$ cat src/design/mafd_pkg.sv
// Shared types, codes and the CRC-8 step for the mux frame deframer.
// No dependencies; used by the front end, back end and top level of the block.
package mafd_pkg;

  // One received beat as it arrives on the input side.
  typedef struct packed {
    logic [7:0] rx_byte;
    logic       line_error;
  } rx_item_t;

  // One result beat on the output side.
  typedef struct packed {
    logic [7:0] out_byte;
    logic       kind;
    logic [2:0] frame_status;
  } result_t;

  // Received beat after the front end has matched it against flag and escape.
  typedef struct packed {
    logic [7:0] rx_byte;
    logic       line_error;
    logic       is_flag;
    logic       is_esc;
  } cls_item_t;

  localparam logic [1:0] CFG_FLAG_BYTE   = 2'd0;
  localparam logic [1:0] CFG_ESCAPE_BYTE = 2'd1;
  localparam logic [1:0] CFG_HEADER_LEN  = 2'd2;
  localparam logic [1:0] CFG_MAX_LEN     = 2'd3;

  localparam logic [7:0] FLAG_RESET    = 8'h7E;
  localparam logic [7:0] ESCAPE_RESET  = 8'h7D;
  localparam logic [2:0] HDR_LEN_RESET = 3'd2;
  localparam logic [9:0] MAX_LEN_RESET = 10'd128;

  localparam logic KIND_DATA = 1'b0;
  localparam logic KIND_END  = 1'b1;

  localparam logic [2:0] ST_GOOD      = 3'd0;
  localparam logic [2:0] ST_BAD_FCS   = 3'd1;
  localparam logic [2:0] ST_TOO_SHORT = 3'd2;
  localparam logic [2:0] ST_TOO_LONG  = 3'd3;
  localparam logic [2:0] ST_ABORTED   = 3'd4;

  localparam logic [7:0] CRC_INIT    = 8'hFF;
  localparam logic [7:0] CRC_RESIDUE = 8'hCF;
  localparam logic [7:0] CRC_POLY    = 8'hE0;  // reflected x^8+x^2+x+1
  localparam logic [7:0] ESC_XOR     = 8'h20;

  // One byte through the reflected CRC-8, eight shift steps.
  function automatic logic [7:0] crc8_step(input logic [7:0] v);
    logic [7:0] c;
    c = v;
    for (int i = 0; i < 8; i++) begin
      c = c[0] ? ((c >> 1) ^ CRC_POLY) : (c >> 1);
    end
    return c;
  endfunction

endpackage

$ cat src/design/mafd_queue.sv
// Small register-based FIFO, generic width and depth.
// No package dependencies; used for the front and back queues.
module mafd_queue #(
  parameter int WIDTH = 8,
  parameter int DEPTH = 2
) (
  input  logic             clk_i,
  input  logic             rst_ni,
  input  logic             wr_i,
  input  logic [WIDTH-1:0] wdata_i,
  output logic             full_o,
  input  logic             rd_i,
  output logic [WIDTH-1:0] rdata_o,
  output logic             empty_o
);

  localparam int PW = (DEPTH > 1) ? $clog2(DEPTH) : 1;
  localparam int CW = $clog2(DEPTH + 1);

  logic [WIDTH-1:0] mem_q [DEPTH];
  logic [PW-1:0]    wr_ptr_q, wr_ptr_d, rd_ptr_q, rd_ptr_d;
  logic [CW-1:0]    cnt_q, cnt_d;
  logic             do_wr, do_rd;

  assign full_o  = (cnt_q == CW'(DEPTH));
  assign empty_o = (cnt_q == '0);
  assign do_wr   = wr_i && !full_o;
  assign do_rd   = rd_i && !empty_o;
  assign rdata_o = mem_q[rd_ptr_q];

  always_comb begin
    wr_ptr_d = wr_ptr_q;
    rd_ptr_d = rd_ptr_q;
    cnt_d    = cnt_q;
    if (do_wr) begin
      wr_ptr_d = (wr_ptr_q == PW'(DEPTH - 1)) ? '0 : wr_ptr_q + 1'b1;
    end
    if (do_rd) begin
      rd_ptr_d = (rd_ptr_q == PW'(DEPTH - 1)) ? '0 : rd_ptr_q + 1'b1;
    end
    case ({do_wr, do_rd})
      2'b10:   cnt_d = cnt_q + 1'b1;
      2'b01:   cnt_d = cnt_q - 1'b1;
      default: cnt_d = cnt_q;
    endcase
  end

  always_ff @(posedge clk_i) begin
    if (do_wr) begin
      mem_q[wr_ptr_q] <= wdata_i;
    end
  end

  always_ff @(posedge clk_i or negedge rst_ni) begin
    if (!rst_ni) begin
      wr_ptr_q <= '0;
      rd_ptr_q <= '0;
      cnt_q    <= '0;
    end else begin
      wr_ptr_q <= wr_ptr_d;
      rd_ptr_q <= rd_ptr_d;
      cnt_q    <= cnt_d;
    end
  end

endmodule

$ cat src/design/mafd_front.sv
// Front end: takes raw beats, tags flag and escape matches, queues them.
// Depends on mafd_pkg and mafd_queue.
module mafd_front (
  input  logic                clk_i,
  input  logic                rst_ni,
  input  logic [7:0]          flag_byte_i,
  input  logic [7:0]          escape_byte_i,
  input  logic                push_i,
  input  mafd_pkg::rx_item_t  item_i,
  output logic                full_o,
  input  logic                rd_i,
  output mafd_pkg::cls_item_t cls_o,
  output logic                empty_o
);

  mafd_pkg::cls_item_t cls_in;

  always_comb begin
    cls_in.rx_byte    = item_i.rx_byte;
    cls_in.line_error = item_i.line_error;
    cls_in.is_flag    = (item_i.rx_byte == flag_byte_i);
    cls_in.is_esc     = (item_i.rx_byte == escape_byte_i);
  end

  mafd_queue #(
    .WIDTH($bits(mafd_pkg::cls_item_t)),
    .DEPTH(2)
  ) u_queue (
    .clk_i  (clk_i),
    .rst_ni (rst_ni),
    .wr_i   (push_i),
    .wdata_i(cls_in),
    .full_o (full_o),
    .rd_i   (rd_i),
    .rdata_o(cls_o),
    .empty_o(empty_o)
  );

endmodule

$ cat src/design/mafd_back.sv
// Back end: deframer state (phase, escape, count, CRC) and the result queue.
// Depends on mafd_pkg and mafd_queue.
module mafd_back #(
  parameter int MAX_LENGTH_BITS = 10
) (
  input  logic                clk_i,
  input  logic                rst_ni,
  input  logic [2:0]          header_len_i,
  input  logic [9:0]          max_len_i,
  input  mafd_pkg::cls_item_t cls_i,
  input  logic                cls_empty_i,
  output logic                cls_rd_o,
  input  logic                pop_i,
  output mafd_pkg::result_t   res_o,
  output logic                empty_o
);

  localparam int CW = ((MAX_LENGTH_BITS > 10) ? MAX_LENGTH_BITS : 10) + 1;
  localparam logic [CW-1:0] Cap = CW'((2 ** MAX_LENGTH_BITS) - 1);

  localparam logic [1:0] PH_HUNT  = 2'd0;
  localparam logic [1:0] PH_START = 2'd1;
  localparam logic [1:0] PH_DATA  = 2'd2;

  logic [1:0]                 phase_q, phase_d;
  logic                       esc_q, esc_d;
  logic [MAX_LENGTH_BITS-1:0] count_q, count_d;
  logic [7:0]                 acc_q, acc_d;
  logic [7:0]                 last_q, last_d;

  logic              out_full, fire, res_wr;
  mafd_pkg::result_t res;
  logic [7:0]        b;
  logic [CW-1:0]     limit, cnt_ext, hdr_ext;
  logic              go_data;

  assign fire     = !cls_empty_i && !out_full;
  assign cls_rd_o = fire;
  assign cnt_ext  = CW'(count_q);
  assign hdr_ext  = CW'(header_len_i);
  assign limit    = (CW'(max_len_i) < Cap) ? CW'(max_len_i) : Cap;

  always_comb begin
    phase_d  = phase_q;
    esc_d    = esc_q;
    count_d  = count_q;
    acc_d    = acc_q;
    last_d   = last_q;
    res_wr   = 1'b0;
    res      = '0;
    b        = cls_i.rx_byte;
    go_data  = 1'b0;
    if (fire) begin
      if (cls_i.line_error) begin
        res_wr             = (phase_q == PH_DATA);
        res.kind           = mafd_pkg::KIND_END;
        res.frame_status   = mafd_pkg::ST_ABORTED;
        phase_d            = PH_HUNT;
        esc_d              = 1'b0;
        count_d            = '0;
        acc_d              = mafd_pkg::CRC_INIT;
        last_d             = '0;
      end else if (phase_q == PH_HUNT) begin
        if (esc_q) begin
          esc_d = 1'b0;
        end else if (cls_i.is_esc) begin
          esc_d = 1'b1;
        end else if (cls_i.is_flag) begin
          phase_d = PH_START;
          count_d = '0;
          acc_d   = mafd_pkg::CRC_INIT;
          last_d  = '0;
        end
      end else if (esc_q) begin
        b       = cls_i.rx_byte ^ mafd_pkg::ESC_XOR;
        esc_d   = 1'b0;
        go_data = 1'b1;
      end else if (cls_i.is_esc) begin
        esc_d = 1'b1;
      end else if (cls_i.is_flag) begin
        // closing flag also opens the next frame
        if (phase_q == PH_DATA) begin
          res_wr   = 1'b1;
          res.kind = mafd_pkg::KIND_END;
          if (cnt_ext > hdr_ext) begin
            res.frame_status = (mafd_pkg::crc8_step(acc_q ^ last_q) == mafd_pkg::CRC_RESIDUE)
                             ? mafd_pkg::ST_GOOD : mafd_pkg::ST_BAD_FCS;
          end else begin
            res.frame_status = mafd_pkg::ST_TOO_SHORT;
          end
          phase_d = PH_START;
          count_d = '0;
          acc_d   = mafd_pkg::CRC_INIT;
          last_d  = '0;
        end
      end else begin
        go_data = 1'b1;
      end

      if (go_data) begin
        res_wr = 1'b1;
        if (cnt_ext + 1'b1 > limit) begin
          res.kind         = mafd_pkg::KIND_END;
          res.frame_status = mafd_pkg::ST_TOO_LONG;
          phase_d          = PH_HUNT;
          esc_d            = 1'b0;
          count_d          = '0;
          acc_d            = mafd_pkg::CRC_INIT;
          last_d           = '0;
        end else begin
          res.out_byte     = b;
          res.kind         = mafd_pkg::KIND_DATA;
          res.frame_status = mafd_pkg::ST_GOOD;
          phase_d          = PH_DATA;
          if (cnt_ext < hdr_ext) begin
            acc_d = mafd_pkg::crc8_step(acc_q ^ b);
          end
          last_d  = b;
          count_d = count_q + 1'b1;
        end
      end
    end
  end

  always_ff @(posedge clk_i or negedge rst_ni) begin
    if (!rst_ni) begin
      phase_q <= PH_HUNT;
      esc_q   <= 1'b0;
      count_q <= '0;
      acc_q   <= mafd_pkg::CRC_INIT;
      last_q  <= '0;
    end else begin
      phase_q <= phase_d;
      esc_q   <= esc_d;
      count_q <= count_d;
      acc_q   <= acc_d;
      last_q  <= last_d;
    end
  end

  mafd_queue #(
    .WIDTH($bits(mafd_pkg::result_t)),
    .DEPTH(2)
  ) u_out_queue (
    .clk_i  (clk_i),
    .rst_ni (rst_ni),
    .wr_i   (res_wr),
    .wdata_i(res),
    .full_o (out_full),
    .rd_i   (pop_i),
    .rdata_o(res_o),
    .empty_o(empty_o)
  );

endmodule

$ cat src/design/mux_advanced_frame_deframer.sv
// Top level of the mux frame deframer: config registers, front and back ends.
// Depends on mafd_pkg, mafd_front, mafd_back (and mafd_queue below them).
//
//   channel  | handshake           | payload
//   ---------+---------------------+------------------------------------
//   input    | push / full         | in_data_i  (rx_byte, line_error)
//   result   | empty / pop         | out_data_o (out_byte, kind, status)
//   config   | cfg_we_i            | cfg_idx_i, cfg_data_i
//
// One beat per cycle while the result side keeps up; a result beat is first
// registered in the front queue, then the back-end state update writes it into
// the result queue, which drives the output. Two-entry queues on each side let
// the front keep taking beats while a result waits for pop. Reset clears all
// state; config returns to flag 0x7E, escape 0x7D, header length 2, max length 128.
module mux_advanced_frame_deframer #(
  parameter int MAX_LENGTH_BITS = 10
) (
  input  logic               clk_i,
  input  logic               rst_ni,
  input  logic               push,
  input  mafd_pkg::rx_item_t in_data_i,
  output logic               full,
  output logic               empty,
  input  logic               pop,
  output mafd_pkg::result_t  out_data_o,
  input  logic               cfg_we_i,
  input  logic [1:0]         cfg_idx_i,
  input  logic [9:0]         cfg_data_i
);

  logic [7:0] flag_q, esc_byte_q;
  logic [2:0] hdr_len_q;
  logic [9:0] max_len_q;

  mafd_pkg::cls_item_t cls;
  logic                cls_empty, cls_rd;

  always_ff @(posedge clk_i or negedge rst_ni) begin
    if (!rst_ni) begin
      flag_q     <= mafd_pkg::FLAG_RESET;
      esc_byte_q <= mafd_pkg::ESCAPE_RESET;
      hdr_len_q  <= mafd_pkg::HDR_LEN_RESET;
      max_len_q  <= mafd_pkg::MAX_LEN_RESET;
    end else if (cfg_we_i) begin
      case (cfg_idx_i)
        mafd_pkg::CFG_FLAG_BYTE:   flag_q     <= cfg_data_i[7:0];
        mafd_pkg::CFG_ESCAPE_BYTE: esc_byte_q <= cfg_data_i[7:0];
        mafd_pkg::CFG_HEADER_LEN:  hdr_len_q  <= cfg_data_i[2:0];
        mafd_pkg::CFG_MAX_LEN:     max_len_q  <= cfg_data_i;
        default: ;
      endcase
    end
  end

  mafd_front u_front (
    .clk_i        (clk_i),
    .rst_ni       (rst_ni),
    .flag_byte_i  (flag_q),
    .escape_byte_i(esc_byte_q),
    .push_i       (push),
    .item_i       (in_data_i),
    .full_o       (full),
    .rd_i         (cls_rd),
    .cls_o        (cls),
    .empty_o      (cls_empty)
  );

  mafd_back #(
    .MAX_LENGTH_BITS(MAX_LENGTH_BITS)
  ) u_back (
    .clk_i       (clk_i),
    .rst_ni      (rst_ni),
    .header_len_i(hdr_len_q),
    .max_len_i   (max_len_q),
    .cls_i       (cls),
    .cls_empty_i (cls_empty),
    .cls_rd_o    (cls_rd),
    .pop_i       (pop),
    .res_o       (out_data_o),
    .empty_o     (empty)
  );

endmodule

$ cat config.mk
export PLATFORM = sky130hd
export DESIGN_NAME = mux_advanced_frame_deframer
export DESIGN_NICKNAME = d
export VERILOG_FILES = /design/src/design/mafd_pkg.sv /design/src/design/mafd_queue.sv /design/src/design/mafd_front.sv /design/src/design/mafd_back.sv /design/src/design/mux_advanced_frame_deframer.sv
export SDC_FILE = /design/constraint.sdc
export NUM_CORES = 1
export LEC_CHECK = 0
export ABC_AREA = 1
export BUFFER_PORTS_ARGS = -buffer_cell sky130_fd_sc_hd__buf_4
export CAP_MARGIN = 5
export CORE_UTILIZATION = 29
export CTS_BUF_LIST = sky130_fd_sc_hd__clkbuf_8
export CTS_CLUSTER_SIZE = 16
export DETAILED_ROUTE_END_ITERATION = 10
export SLEW_MARGIN = 20
export SYNTH_ARGS = -nofsm -noshare
export SYNTH_HDL_FRONTEND = slang
export SYNTH_HIERARCHICAL = 1
export SYNTH_SLANG_ARGS = --single-unit
$ cat constraint.sdc
create_clock -name clk_i -period 3.2 [get_ports clk_i]
set_clock_uncertainty 0.15 [all_clocks]
set_input_delay 0.16 -clock clk_i [delete_from_list [all_inputs] [get_ports clk_i]]
set_output_delay 0.16 -clock clk_i [all_outputs]
set_load 0.05 [all_outputs]
==> run_results.csv, run 1 <==
group,metric,value,unit
status,status,"completed",
worst_setup_path,path_buf_inv,2,
synth,syn-cell-area,6370,sq um
pwr,switching_share,47.3,%
drt,drtIter0Drc,311,
worst_setup_path,worst_setup_path_end_kind,"flip-flop",
die,initial_core_util,29.9,%
die,coreArea,21300,sq um
cells_and_area,drive_gt1_share,16.2,%
sta,setup_viol,0,
drt,drc,0,
synth,yosysSeqAreaShare,48.1,%
global_routing,track_usage,13.6,%
global_routing,grt_first_pass_wirelength,24000,microns
sta,hold_viol_final,0,
pwr,p_sw,3.11,mW
worst_setup_path,path_cells,"ha_2, nand4_1, nor3_2, xor2_1, inv_1, ha_1, a21o_1, a21oi_1, nand2_1, nand2_2, nand2_1, nor2_4, buf_12, nand2_1, nor2_2",
worst_setup_path,critical_path_arrival,3100,ps
sta,fin_crit_sh,93.9,%
sta,period_needed,3010,ps
worst_setup_path,cp.required,3300,ps
cells_and_area,diodes,0,
sta,fmax,0.333,GHz
global_routing,gr-total-overflow,0,
sta,max-slew-margin-rel,39.7,%
drt,vias,5256,
cts,cts_tree,"yes",
global_routing,grt_pass1_vias,4941,
synth,ys_ff_latch,112,
pwr,finalPower,6.56,mW
pwr,p_int,3.46,mW
die,die_y,150,microns
worst_setup_path,cp_common_cell,"nand2_1",
worst_setup_path,ff2ff_setup_slack,190,ps
worst_setup_path,crit_type,"reg -> reg",
place,hpwlAfterDp,10200,microns
synth,syn_nets,851,
pwr,ir_drop,0.000298,V
pwr,p_leak,3.68,nW
cells_and_area,fin_nets,922,
worst_setup_path,worstPathMaxFanout,9,
place,place_ws,5.32,ps
pwr,p_seq_share,33.8,%
place,placed_cell_area,6960,sq um
synth,synth_cell_types,40,
cts,path_clk_slew,100,ps
cells_and_area,fin_cells,1160,
drt,vias_per_cell,4.53,
min_path,hold_path.class,"in -> async",
die,die_w,150,microns
synth,syn_avg_cell_area,7.87,sq um
place,port_buffers,39,
synth,yosys_warnings,6,
worst_setup_path,cp_slowest_cell,"dfrtp_1",
cts,cts_root_buffer,"clkbuf_8",
die,dieArea,22600,sq um
cts,htree_levels,3,
worst_setup_path,slowest_delay,400,ps
sta,setup_ws,194,ps
global_routing,antenna_found_initial,0,
cts,cts_sinks,112,
drt,antenna_left,0,
place,dp_cells,1113,
run,maxCapViolations,0,
place,gp_congestion,0.855,
cells_and_area,stdcell_area,7500,sq um
global_routing,grt_max_degree,67,
synth,postSynthCellCount,809,
worst_setup_path,start_kind,"flip-flop",
cells_and_area,area_growth,17.7,%
cts,cts_buffer_depth,2,
cts,cts-buffers-inserted,9,
sta,tightestPinTransition,904,ps
pwr,p_clk_share,12.6,%
drt,first_pass_iters,5,
die,rows,53,
die,io-pin-count,40,
worst_setup_path,crit_family,"simple AND/OR/NAND/NOR gates",
sta,drv_slew,0,
cts,insertion_delay,390,ps
cells_and_area,finish.utilization,35.2,%
drt,wl_per_cell,12.4,microns
pwr,p_comb_share,53.5,%
cells_and_area,nFillCells,2223,
drt,routed_wl,14400,microns
pwr,powerDensity,876,nW/um^2
-- cell type report --
cell class / instances / area, sq um / area share [%]
Sequential cell: 112 / 3060 / 40.8
Multi-Input combinational cell: 570 / 2810 / 37.5
Timing Repair Buffer: 81 / 693 / 9.25
Inverter: 106 / 403 / 5.37
Tap cell: 275 / 344 / 4.59
Clock buffer: 9 / 124 / 1.65
Clock inverter: 7 / 57.6 / 0.768
-- registers in the layout, indices dropped and copies added, names as in the netlist --
| register | count |
|---|---|
| u_back/acc_q | 8 |
| u_back/phase_q | 2 |
| max_len_q | 10 |
| u_back/esc_q | 1 |
| hdr_len_q | 3 |
| u_back/u_out_queue/cnt_q | 2 |
| u_back/u_out_queue/mem_q | 24 |
| u_front/u_queue/rd_ptr_q | 1 |
| u_front/u_queue/cnt_q | 2 |
| u_back/u_out_queue/wr_ptr_q | 1 |
| flag_q | 8 |
| u_front/u_queue/wr_ptr_q | 1 |
| u_back/count_q | 10 |
| u_back/u_out_queue/rd_ptr_q | 1 |
| u_front/u_queue/mem_q | 22 |
| esc_byte_q | 8 |
| u_back/last_q | 8 |
-- logic make-up (layout without fill, tap and decap cells) --
kind of cell / Yosys count / count (layout) / share of synthesized area [%]
simple gates: 478 / 478 / 32.2
fa+ha+maj: 16 / 16 / 3.14
buf+inv: 127 / 203 / 8.35
flops: 112 / 112 / 48.1
compound gates: 52 / 52 / 4.91
xor+xnor: 24 / 24 / 3.30
-- power groups by stage --
stage          sequential (mW)  combinational, mW  clock (mW)
2_1_floorplan             2.16               2.69           0
3_3_place_gp              2.24               3.40           0
3_5_place_dp              2.25               3.44           0
4_1_cts                   2.22               3.50       0.867
5_1_grt                   2.27               3.96       0.909
6_report                  2.22               3.52       0.828
-- timing repair --
action	4_1_cts	5_1_grt
endpoints found under the setup margin	9	48
hold buffers	29	0
gates resized for setup	0	13
pin swaps	1	1
hold endpoints to repair	93	0
buffers inserted	1	1
-- stage by stage --
step           setup TNS (ps)  hold slack (ps)
6_report                    0              288
5_1_grt                 -69.0              330
4_1_cts                     0              310
3_5_place_dp                0              199
3_3_place_gp                0              203
2_1_floorplan               0             -286
-- Yosys cell counts --
| master | instances | area [sq um] |
|---|---|---|
| nand2_1 | 327 | 1230 |
| inv_1 | 92 | 345 |
| nor2_1 | 49 | 184 |
| edfxtp_1 | 46 | 1380 |
| dfrtp_1 | 44 | 1100 |
| nand3_1 | 41 | 205 |
| nand4_1 | 30 | 188 |
| dfstp_2 | 22 | 578 |
| ha_1 | 16 | 200 |
| o21ai_0 | 15 | 75.1 |
| inv_2 | 13 | 48.8 |
| xnor2_1 | 13 | 114 |
| o21ai_1 | 11 | 55.1 |
| o21ai_2 | 11 | 96.3 |
| xor2_1 | 11 | 96.3 |
| a21oi_1 | 10 | 50.1 |
| buf_2 | 9 | 45.0 |
| nand2_2 | 7 | 43.8 |
| nor3_1 | 7 | 35.0 |
| buf_4 | 4 | 30.0 |
| clkbuf_1 | 4 | 15.0 |
| nor2_4 | 4 | 45.0 |
| buf_6 | 3 | 33.8 |
| nand2_4 | 2 | 22.5 |
| nor2_2 | 2 | 12.5 |
| o31ai_1 | 2 | 15.0 |
| a21o_1 | 1 | 7.51 |
| and2_1 | 1 | 6.26 |
| and3_1 | 1 | 6.26 |
| clkbuf_2 | 1 | 5.00 |
| inv_6 | 1 | 8.76 |
| nand2_8 | 1 | 20.0 |
| nand3_2 | 1 | 10.0 |
| nand3_4 | 1 | 17.5 |
| nand3b_1 | 1 | 7.51 |
| nor3_2 | 1 | 10.0 |
| nor4_1 | 1 | 6.26 |
| o21bai_1 | 1 | 7.51 |
| o22ai_1 | 1 | 6.26 |
| or2_2 | 1 | 6.26 |
-- worst paths after layout --
kind,from,to,cells past startpoint
max in group asynchronous,rst_ni,u_back/count_q[2],2
min reg2reg,hdr_len_q[1],hdr_len_q[1],2
min,rst_ni,flag_q[7],2
max,u_back/count_q[0],u_back/u_out_queue/mem_q[1][6],15
max reg2reg,u_back/count_q[0],u_back/u_out_queue/mem_q[1][6],15
min in group clk_i,hdr_len_q[1],hdr_len_q[1],2
-- per-layer routing --
| layer | global-route usage (%) | up-vias | share of wire, % |
|---|---|---|---|
| met2 | 22.6 | 95 | 47 |
| met4 | 3.28 | 0 | 0.83 |
| met1 | 18.1 | 2453 | 49 |
| li1 | - | 2699 | - |
| met3 | 2.73 | 9 | 3.5 |
| met5 | 0 | - | 0 |
-- cells in the final DEF, fill, tap and decap left out, types with 2 or more instances in the layout --
master	count
a21oi_1	10
buf_4	51
clkbuf_8	9
dfrtp_1	43
dfstp_2	22
dlygate4sd3_1	29
edfxtp_1	46
ha_1	15
inv_1	95
inv_2	13
nand2_1	326
nand2_2	8
nand2_4	2
nand3_1	41
nand4_1	30
nor2_1	42
nor2_2	9
nor2_4	4
nor3_1	6
nor3_2	2
o21ai_0	15
o21ai_1	11
o21ai_2	11
o31ai_1	2
xnor2_1	13
xor2_1	10
No activity file was read; power rests on OpenSTA's default activity.
==> run 2: changes to the inputs <==
GPL_TIMING_DRIVEN = 0   (was unset)
SETUP_SLACK_MARGIN = 0.3   (was unset)
==> run 2 against run 1 <==
Via count rose by 1.5%. Critical path depth rose by 1. Maximum frequency rose by 2.5%. Setup slack improved by 73 ps. Cell area rose by 5.8%. Global-route usage rose by 0.067 points. Critical path type unchanged. Count of clock-buffer cells in the layout did not move. Combinational power rose by 8.0%. Die area did not move. Worst hold slack got worse by 240 ps.
==> run_results.csv, run 2 (synthesized netlist as in run 1, its figures left out) <==
group,metric,value,unit
cells_and_area,largest_reg_flops,24,
global_routing,grt_pass1_vias,5019,
die,die_y,150,microns
sta,period_needed,2930,ps
pwr,p_leak,3.87,nW
pwr,ir_drop,0.000299,V
sta,fmax,0.341,GHz
worst_setup_path,start_kind,"flip-flop",
die,coreArea,21300,sq um
cts,htree_levels,3,
drt,drtIter0Drc,378,
run,maxCapViolations,0,
sta,fin_crit_sh,91.7,%
cts,cts_tree,"yes",
cells_and_area,final_cell_mix,"nand2_1, inv_1, buf_4",
cells_and_area,drive_gt1_share,22.9,%
pwr,switching_share,47.0,%
cells_and_area,top_register,"u_back/u_out_queue/mem_q",
cts,cts_sinks,112,
cts,cts_buffer_depth,2,
cells_and_area,fin_cells,1182,
drt,antenna_left,0,
global_routing,antenna_found_initial,0,
status,status,"completed",
worst_setup_path,slowest_delay,440,ps
die,die_w,150,microns
die,io-pin-count,40,
sta,setup_ws,267,ps
worst_setup_path,cp_slowest_cell,"dfrtp_2",
worst_setup_path,crit_type,"reg -> reg",
global_routing,gr-total-overflow,0,
drt,drc,0,
worst_setup_path,cp.required,3340,ps
sta,hold_viol_final,0,
pwr,finalPower,7.02,mW
cells_and_area,finish.utilization,37.3,%
cts,cts_root_buffer,"clkbuf_8",
cells_and_area,area_growth,24.6,%
global_routing,grt_first_pass_wirelength,24400,microns
sta,drv_slew,0,
cts,cts-buffers-inserted,9,
cells_and_area,multiInputGateArea,3050,sq um
sta,rsz0062_at_grt,"yes",
cts,insertion_delay,380,ps
place,place_ws,-286,ps
drt,first_pass_iters,5,
pwr,p_clk_share,14.7,%
global_routing,track_usage,13.7,%
pwr,p_sw,3.30,mW
worst_setup_path,crit_family,"simple AND/OR/NAND/NOR gates",
sta,setup_viol,0,
global_routing,grt_max_degree,67,
cells_and_area,top_regs,"u_back/u_out_queue/mem_q x24, u_front/u_queue/mem_q x22",
sta,max-slew-margin-rel,32.3,%
cells_and_area,seq_area,3070,sq um
sta,setup_tns,0,ps
cells_and_area,mostFrequentLayoutCell,"nand2_1",
worst_setup_path,worstPathMaxFanout,5,
die,initial_core_util,29.9,%
die,rows,53,
pwr,powerDensity,885,nW/um^2
cts,path_clk_slew,110,ps
place,hpwlAfterDp,10400,microns
drt,routed_wl,14400,microns
place,port_buffers,37,
worst_setup_path,path_buf_inv,3,
drt,vias_per_cell,4.51,
cells_and_area,diodes,0,
place,gp_congestion,0.827,
worst_setup_path,worst_setup_path_end_kind,"flip-flop",
pwr,p_int,3.73,mW
sta,tightestPinTransition,1010,ps
min_path,hold_path.class,"in -> reg",
pwr,p_comb_share,54.1,%
cells_and_area,fin_nets,944,
pwr,p_seq_share,31.2,%
place,dp_cells,1121,
cells_and_area,nFillCells,2171,
drt,vias,5336,
drt,wl_per_cell,12.2,microns
die,dieArea,22600,sq um
worst_setup_path,critical_path_arrival,3070,ps
worst_setup_path,path_cells,"ha_4, nand4_1, nor3_2, xor2_1, inv_1, ha_4, a21o_1, a21oi_2, nand2_1, nand2_2, nand2_2, nor2_4, buf_6, buf_6, nand3_1, o21ai_1",
run 2: changes by cell type in the layout (fill, tap and decap cells not counted), sizes merged:
cell / delta
clkbuf: +5
dlygate4sd3: -1
bufinv: +2
buf: +17
inv: -2
nand2: +1
run 2: power by group through the flow:
| stage | registers (mW) | logic (mW) | clock network (mW) |
|---|---|---|---|
| final | 2.19 | 3.80 | 1.03 |
| after detailed placement | 2.22 | 3.49 | 0 |
| after floorplan | 2.16 | 2.69 | 0 |
| after global routing | 2.23 | 4.27 | 1.12 |
| after CTS | 2.19 | 3.61 | 1.06 |
| after global placement | 2.21 | 3.45 | 0 |
run 2: tightest hold or removal path: cells and delay by family:
| family | cells | cell delay [ps] |
|---|---|---|
| and+or+nand+nor | 3 | 290 |
| buffers and inverters | 1 | 150 |
run 2: repair_timing:
action / 4_1_cts / 5_1_grt
endpoints found under the setup margin: 73 / 75
hold buffers: 28 / 0
gates resized for setup: 24 / 53
setup buffers: 10 / 5
pin swaps: 15 / 14
hold endpoints to repair: 93 / 0
cloned: 1 / 1
run 2: final cells by class:
cell class / instances / share of cell area (%)
sequential: 112 / 38.6
multi-input combinational: 571 / 38.4
timing repair buffer: 81 / 8.69
inverter: 106 / 5.13
tap: 275 / 4.34
buffer: 21 / 1.64
clock inverter: 7 / 1.58
clock buffer: 9 / 1.56
run 2: final timing paths:
kind / depth (start not counted) / slack, ps / startpoint / endpoint
hold / removal: 4 / 50 / cfg_we_i / max_len_q[7]
setup reg to reg: 16 / 270 / u_back/count_q[0] / u_back/count_q[1]
min in group asynchronous: 2 / 270 / rst_ni / u_back/u_out_queue/rd_ptr_q
hold reg to reg: 2 / 320 / hdr_len_q[1] / hdr_len_q[1]
setup / recovery: 16 / 270 / u_back/count_q[0] / u_back/count_q[1]
max in group asynchronous: 2 / 2000 / rst_ni / u_back/count_q[0]
run 2: per-layer routing:
layer | vias to the layer above | wire length, microns | share of wire (%) | GRT usage (%)
li1 | 2751 | - | - | -
met4 | 0 | 138 | 0.96 | 2.63
met2 | 120 | 6770 | 47 | 23.2
met1 | 2451 | 6990 | 48 | 18.1
met5 | - | 0 | 0 | 0
met3 | 14 | 538 | 3.7 | 2.73
run 2: through the flow:
stage	hold slack [ps]	cell area, sq um
floorplan	-286	6380
global placement	189	7000
detailed placement	174	7000
CTS	42.0	7700
global route	58.1	7930
finish	52.0	7930
==> run 3: changes to the inputs <==
ABC_AREA = 0   (was 1)
PLACE_DENSITY = 0.42   (was unset)
==> run 3 against run 2 <==
Flip-flop and latch count is the same. Worst hold slack better by 8.4 ps. Non-clock buffer count shrank 7. Cell count fell by 31%. Combinational power down 13%. Cell area down 7.7%. Critical path depth fell by 4. Wire length fell by 9.4%. Total power is 9.3% lower. Count of clock-buffer cells in the layout unchanged.
==> run_results.csv, run 3 <==
group,metric,value,unit
cells_and_area,diodes,0,
synth,synth_cell_types,58,
cts,cts_tree,"yes",
synth,yosysSeqAreaShare,53.7,%
synth,postSynthCellCount,455,
cells_and_area,top_regs,"u_back/u_out_queue/mem_q x24, u_front/u_queue/mem_q x22",
worst_setup_path,path_cells,"ha_4, and4_1, nand4_1, xnor2_2, ha_1, nand3_2, or3_4, buf_4, buf_6, a211oi_4, a31o_4, a2bb2oi_1",
worst_setup_path,slowest_delay,440,ps
sta,tightestPinTransition,962,ps
synth,synth_most_common_cell,"mux2_2",
global_routing,grt_max_degree,67,
cells_and_area,largest_reg_flops,24,
synth,async_flop_share,58.9,%
place,dp_cells,754,
die,die_y,142,microns
sta,hold_viol_final,0,
drt,vias,3765,
synth,yosys_warnings,6,
sta,setup_viol,0,
cells_and_area,final_cell_mix,"buf_4, mux2_2, xnor2_1",
cells_and_area,area_growth,28.5,%
die,dieArea,20200,sq um
drt,vias_per_cell,4.61,
global_routing,track_usage,14.1,%
worst_setup_path,worstPathMaxFanout,5,
die,coreArea,19000,sq um
drt,first_pass_iters,4,
sta,fin_crit_sh,96.1,%
sta,rsz0062_at_grt,"yes",
worst_setup_path,critical_path_arrival,3240,ps
cells_and_area,fin_cells,817,
sta,setup_tns,0,ps
sta,fmax,0.325,GHz
synth,ys_ff_latch,112,
pwr,ir_drop,0.000290,V
sta,max-slew-margin-rel,35.6,%
cts,cts-buffers-inserted,9,
cts,cts_buffer_depth,2,
cts,htree_levels,3,
cells_and_area,fin_nets,594,
drt,drc,0,
die,rows,50,
place,gp_congestion,0.806,
sta,drv_slew,0,
cells_and_area,seq_area,3060,sq um
cts,cts_root_buffer,"clkbuf_8",
drt,wl_per_cell,16.0,microns
synth,synth_edf_count,46,
cells_and_area,nFillCells,1835,
worst_setup_path,cp.required,3360,ps
worst_setup_path,cp_slowest_cell,"dfrtp_2",
die,io-pin-count,40,
cells_and_area,multiInputGateArea,2830,sq um
status,status,"completed",
worst_setup_path,crit_family,"simple AND/OR/NAND/NOR gates",
pwr,powerDensity,870,nW/um^2
global_routing,grt_first_pass_wirelength,21400,microns
synth,synth_area_leaders,"edfxtp_1, dfrtp_1, mux2_2",
synth,ys.flop_type,"edfxtp_1",
synth,syn_avg_cell_area,12.5,sq um
place,hpwlAfterDp,9310,microns
worst_setup_path,path_buf_inv,2,
worst_setup_path,worst_setup_path_end_kind,"flip-flop",
pwr,finalPower,6.37,mW
cts,path_clk_slew,110,ps
synth,yosysTopAreaCell,"edfxtp_1",
place,port_buffers,39,
synth,syn_nets,497,
drt,routed_wl,13100,microns
synth,syn-cell-area,5700,sq um
worst_setup_path,crit_type,"reg -> reg",
cts,insertion_delay,390,ps
worst_setup_path,start_kind,"flip-flop",
global_routing,gr-total-overflow,0,
die,die_w,142,microns
run,maxCapViolations,0,
global_routing,grt_pass1_vias,3958,
cells_and_area,top_register,"u_back/u_out_queue/mem_q",
synth,synth_commonest_cells,"mux2_2, xnor2_1, edfxtp_1, dfrtp_1, nand2_1",
drt,antenna_left,0,
pwr,p_leak,2.95,nW
sta,period_needed,3080,ps
drt,drtIter0Drc,105,
cells_and_area,drive_gt1_share,40.0,%
global_routing,antenna_found_initial,0,
min_path,hold_path.class,"in -> reg",
die,initial_core_util,30.1,%
cts,cts_sinks,112,
synth,synth_top_area_share,24.2,%
cells_and_area,mostFrequentLayoutCell,"buf_4",
==> run 3: cell count changes after synthesis, moves of 24 or more <==
cell     delta
inv_1      -69
mux2_2     +52
nand4_1    -24
nand2_1   -302
nand3_1    -32
nor2_1     -29
xnor2_1    +36
==> run 3: worst reg2reg max path, stage by stage, from the launching register on <==
cell	delay, ps
dfrtp_2	440
ha_4	150
and4_1	210
nand4_1	170
xnor2_2	190
ha_1	330
nand3_2	80
or3_4	410
buf_4	150
buf_6	110
a211oi_4	290
a31o_4	260
a2bb2oi_1	80
==> run 3: cell type report <==
| cell class | count | area share [%] |
|---|---|---|
| flip-flops and latches | 112 | 41.9 |
| clock inverters | 7 | 0.889 |
| plain buffers | 9 | 0.752 |
| clock buffers | 9 | 1.69 |
| inverters | 23 | 1.18 |
| multi-input cells | 311 | 38.7 |
| well taps | 260 | 4.44 |
| repair buffers | 86 | 10.5 |
==> run 3: per-layer routing <==
layer | track usage, % | routed length, microns | vias to the layer above
li1 | - | - | 1831
met1 | 18.2 | 6210 | 1847
met2 | 22.8 | 6080 | 65
met3 | 2.39 | 398 | 22
met4 | 6.90 | 399 | 0
met5 | 0 | 0 | -
==> run 3: logic make-up (layout without fill, tap and decap cells) <==
logic type / after synthesis / in the layout / share of synthesized area, %
xor+xnor: 62 / 62 / 10.0
mux: 52 / 52 / 10.3
simple gates: 110 / 110 / 10.9
compound gates: 71 / 71 / 9.25
flops: 112 / 112 / 53.7
buf+inv: 32 / 134 / 2.33
fa+ha+maj: 16 / 16 / 3.51
==> run 3: path summary, 6_finish.rpt <==
check,from,endpoint,slack [ps],depth (start not counted)
worst max-delay path,u_back/count_q[0],u_back/acc_q[4],120,12
worst min-delay path,cfg_idx_i[1],flag_q[3],60,3
worst max register to register,u_back/count_q[0],u_back/acc_q[4],120,12
worst min register to register,u_back/acc_q[4],u_back/acc_q[4],340,2
max in group asynchronous,rst_ni,u_back/count_q[1],1980,2
min in group asynchronous,rst_ni,max_len_q[8],290,2
==> run 3: repair_timing <==
| action | 4_1_cts | 5_1_grt |
|---|---|---|
| pin swaps | 30 | 13 |
| setup buffers | 23 | 2 |
| hold buffers | 22 | 0 |
| resized for setup | 57 | 18 |
| endpoints found under the hold margin | 93 | 0 |
| setup endpoints to repair | 74 | 50 |
==> run 3: per-stage QoR <==
stage	area, sq um	hold WS [ps]	util, %	worst slack (ps)
3_5_place_dp	6350	204	33.5	-371
4_1_cts	7200	38.2	38.0	77.5
5_1_grt	7320	40.9	38.6	12.9
3_3_place_gp	6350	200	33.5	-443
2_1_floorplan	5730	-286	-	305
6_report	7320	60.4	38.6	125
==> run 3: power by group <==
part	switching (mW)	leakage, nW	internal (mW)
clock	0.483	0.100	0.357
sequential	0.254	1.22	1.95
combinational	1.80	1.63	1.52
